--- src/rtl/lzf_pkg.sv ---
// Package of the LZ77 factoriser: operation codes, widths and controller types.
// No dependencies.
`default_nettype none
package lzf_pkg;
    localparam int MAX_LEN_DEF = 4096;
    localparam int OP_W = 2;
    localparam logic [OP_W-1:0] OP_APPEND  = 2'd0;
    localparam logic [OP_W-1:0] OP_REQUEST = 2'd1;
    localparam logic [OP_W-1:0] OP_CLEAR   = 2'd2;
    localparam int LEN_W = 13;
    localparam int START_W = 12;

    // Commands from the controller to the datapath.
    typedef struct packed {
        logic append;
        logic clear;
        logic scan_init;  // begin a request: s = 0, n = 0, best = 0
        logic step;       // one scan step: issue reads or compare
        logic finish;     // commit token, move cursor
    } t_cmd;

    // Status from the datapath to the controller.
    typedef struct packed {
        logic has_work;   // cursor below stored length
        logic scan_done;  // all starts examined
    } t_stat;
endpackage
`default_nettype wire

--- src/rtl/lzf_ctrl.sv ---
// Controller state machine of the LZ77 factoriser.
// Depends on lzf_pkg.
`default_nettype none
module lzf_ctrl
    import lzf_pkg::*;
(
    input  wire logic            i_clk,
    input  wire logic            i_rst_n,
    input  wire logic            i_start,
    input  wire logic [OP_W-1:0] i_operation,
    input  wire t_stat           i_stat,
    output t_cmd                 o_cmd,
    output logic                 o_busy,
    output logic                 o_valid
);
    localparam logic [1:0] S_IDLE = 2'd0, S_CHECK = 2'd1, S_SCAN = 2'd2, S_DONE = 2'd3;
    logic [1:0] r_state, n_state;
    logic       r_valid;

    always_comb begin
        n_state = r_state;
        o_cmd = '0;
        case (r_state)
            S_IDLE: begin
                if (i_start) begin
                    case (i_operation)
                        OP_APPEND: o_cmd.append = 1'b1;
                        OP_CLEAR:  o_cmd.clear = 1'b1;
                        OP_REQUEST: begin
                            o_cmd.scan_init = 1'b1;
                            n_state = S_CHECK;
                        end
                        default: ;
                    endcase
                end
            end
            S_CHECK: n_state = i_stat.has_work ? S_SCAN : S_IDLE;
            S_SCAN: begin
                if (i_stat.scan_done) n_state = S_DONE;
                else o_cmd.step = 1'b1;
            end
            S_DONE: begin
                o_cmd.finish = 1'b1;
                n_state = S_IDLE;
            end
            default: n_state = S_IDLE;
        endcase
    end

    always_ff @(posedge i_clk) begin
        if (!i_rst_n) begin
            r_state <= S_IDLE;
            r_valid <= 1'b0;
        end else begin
            r_state <= n_state;
            r_valid <= o_cmd.finish;
        end
    end

    assign o_busy = (r_state != S_IDLE) || r_valid;
    assign o_valid = r_valid;
endmodule
`default_nettype wire

--- config.mk ---
export PLATFORM = sky130hd
export DESIGN_NAME = lzf_ctrl
export DESIGN_NICKNAME = d
export VERILOG_FILES = /design/src/rtl/lzf_pkg.sv /design/src/rtl/lzf_ctrl.sv
export SDC_FILE = /design/constraint.sdc
export NUM_CORES = 1
export LEC_CHECK = 0
export BUFFER_PORTS_ARGS = -buffer_cell sky130_fd_sc_hd__buf_4
export CAP_MARGIN = 20
export CORE_AREA = 10 10 47 49
export CTS_BUF_LIST = sky130_fd_sc_hd__clkbuf_16
export DETAILED_ROUTE_END_ITERATION = 10
export DIE_AREA = 0 0 57 59
export SLEW_MARGIN = 5
export SYNTH_ARGS = -nofsm -noshare
export SYNTH_HDL_FRONTEND = slang
export SYNTH_SLANG_ARGS = --single-unit
--- constraint.sdc ---
create_clock -name i_clk -period 1 [get_ports i_clk]
set_input_delay 0.1 -clock i_clk [delete_from_list [all_inputs] [get_ports i_clk]]
set_output_delay 0.1 -clock i_clk [all_outputs]
set_load 0.005 [all_outputs]
==> impl_metrics.yaml <==
status:
  status: "finished with violations"
  violations: "setup timing"
pwr:
  seq_power_share_pct: 15.0
  ir_drop_mv: 0.700
  p_sw_share_pct: 17.2
  internal_power_uw: 692
  power_uw: 835
  p_switching_uw: 143
  power_frac_comb_pct: 9.5
  clockPowerShare_pct: 75.6
  leakage_uw: 0.000202
  power.density_nw_per_um2: 1920
logic_synthesis:
  yosysSeqAreaShare_pct: 36.9
  ys_types: 13
  synth_top_area_share_pct: 36.9
  synth_edf_count: 0
  synth.top_cells.by_area: "dfxtp_1 37%, nor3b_2 15%, nand3b_1 9.2%"
  ys_warn_count: 0
  synthFlopType: "dfxtp_1"
  synth_common_cells: "3 x dfxtp_1, 2 x nand3b_1, 2 x nor3b_2"
  syn_inst: 17
  syn_area_um2: 163
  mappedNetlistNets: 24
  yosysMostFrequentCell: "dfxtp_1"
  syn_area_per_cell_um2: 9.57
  postSynthRegisterBits: 3
  async_reset_ff_share_pct: 0
  yosys.area.top_type: "dfxtp_1"
critical_path:
  crit_family: "simple AND/OR/NAND/NOR gates"
  crit_slowest_cell: "or3b_4"
  cp_max_fo: 4
  critPathArrivalTime_ns: 1.24
  path_class: "reg2out"
  crit_chain: "or3b_4 -> nor3b_2 -> buf_4"
  startpoint_type: "flop"
  path_buf_inv: 1
  cp_num_cells: 3
  rrSetupSlack_ns: -0.01
  critPathMaxStageDelay_ns: 0.42
  critPathRequiredTime_ns: 0.90
  r2r_cells: 5
  end_kind: "output pin"
global_route:
  grt_overflow_total: 0
  grt_max_degree: 6
  antenna_found_initial: 0
  grt_pass1_wl_um: 959
  grtUsageTotal_pct: 4.32
  grt_pass1_vias: 245
floorplanning:
  die_x_um: 57
  start_util_pct: 11.6
  core_um2: 1400
  dieHeight_um: 59
  die_area_um2: 3360
  io_pins: 14
  rows: 14
clocking:
  cts.sinks: 3
  clockBufferDepth: 2
  cts_root_buf: "clkbuf_16"
  h-tree-depth: 1
  cts.clk_slew.worst_paths_ns: 0.03
  numCtsBuffers: 3
  cts_tree: "yes"
  worst_skew_pair.late_latency_ns: 0.22
  ctsHoldBuffers: 0
sta:
  slew_headroom_pct: 89.7
  hold_viol_final: 0
  whs_ns: 0.143
  worst_pin_slew_ns: 0.153
  grt_setup_unrepaired: "yes"
  finClkSkew_ns: 0.00196
  tns_ns: -1.45
  maxSlewViolCount: 0
  fmax_mhz: 744
  timing.final.crit_share_pct: 134
  finalWorstSetupSlack_ns: -0.345
  finalSetupViolCount: 7
  min_period_ns: 1.34
cells_and_area:
  fin_cells: 55
  stdcell_area_um2: 435
  drive_gt1_share_pct: 76.9
  diodes: 0
  fin_nets: 47
  nFillCells: 152
  syn2layout_area_growth_pct: 168
  multi_input_area_um2: 120
  seq_area_um2: 62.6
drt:
  via_per_inst: 3.95
  drc: 0
  wl_um: 634
  drt.antenna.violating_nets: 0
  num_vias: 217
  drt_iter0_markers: 3
  dr.pass1.iters: 3
  wl_per_cell_um: 11.5
worst_hold_path:
  whs_path_depth: 2
  min-delay-start: "i_rst_n"
  min_to: "o_valid$_SDFF_PN0_"
  hold_class: "in2reg"
run:
  cap_violations: 0
placement:
  io_buffers: 13
  place_hpwl_um: 441
  dp_cells: 48
  dpl_cell_area_um2: 295
  gp_congestion: 0.616
## metrics by stage
stage	worst slack, ns	utilization (%)
2_1_floorplan	-0.00612	-
3_3_place_gp	-0.0968	21.1
3_5_place_dp	-0.109	21.1
6_report	-0.345	31.1
5_1_grt	-0.392	31.1
4_1_cts	-0.351	30.2
## power by group through the flow
stage / Combinational, uW / Sequential [uW] / Clock, uW
6_report: 79.0 / 125 / 631
5_1_grt: 85.9 / 125 / 661
4_1_cts: 76.5 / 125 / 642
3_5_place_dp: 66.1 / 126 / 0
3_3_place_gp: 65.5 / 126 / 0
2_1_floorplan: 22.9 / 127 / 0
## layer usage
metal,global-route usage [%],vias to the layer above,share of wire [%]
met4,8.05,0,7.9
li1,-,105,-
met1,3.67,92,40
met2,4.03,16,34
met3,4.08,4,18
met5,0,-,0
## final cells by class
class	instances	area share, %
well taps	16	4.60
clock buffers	3	17.2
repair buffers	18	35.3
flip-flops and latches	3	14.4
multi-input cells	14	27.6
clock inverters	1	0.862
## worst register-to-register path: stages (launching register included)
cell      delay [ns]
dfxtp_2         0.31
buf_6           0.11
buf_6           0.11
buf_6           0.10
nand3b_1        0.14
a21boi_1        0.15
## logic make-up after synthesis
group / share of synthesized area (%)
and+or+nand+nor: 54.6
DFF: 36.9
AOI/OAI and AO/OA: 8.47
## what timing repair did
action / 4_1_cts / 5_1_grt
gates resized for setup: 7 / 5
setup endpoints to repair: 6 / 8
buffers inserted: 3 / 1
pin swaps: 3 / 1
## worst max-delay path by stage
| stage | slack, ns | to | from |
|---|---|---|---|
| 2_1_floorplan | -0.006 | o_cmd[4] | r_state[0]$_SDFFE_PN0P_ |
| 3_3_place_gp | -0.1 | o_cmd[2] | r_state[0]$_SDFFE_PN0P_ |
| 3_5_place_dp | -0.11 | o_cmd[3] | r_state[0]$_SDFFE_PN0P_ |
| 4_1_cts | -0.35 | o_cmd[3] | r_state[0]$_SDFFE_PN0P_ |
| 5_1_grt | -0.39 | o_cmd[4] | r_state[0]$_SDFFE_PN0P_ |
| 6_report | -0.34 | o_cmd[3] | r_state[0]$_SDFFE_PN0P_ |
## cell usage in the layout (no fill, tap or decap)
cell       Yosys  routed
a21boi_1       1       1
nand2b_4       0       1
dfxtp_2        0       2
inv_1          0       1
and3_1         1       1
nand2_1        1       1
nand3b_1       2       2
buf_6          0       5
nor3b_2        2       2
and2_4         0       1
or3b_4         1       1
clkbuf_16      0       3
or3_4          0       1
nor2_2         0       1
nor3_1         1       1
buf_4          0      13
o22ai_1        1       1
dfxtp_1        3       1
Note: power is estimated with default switching activity, not from simulation.
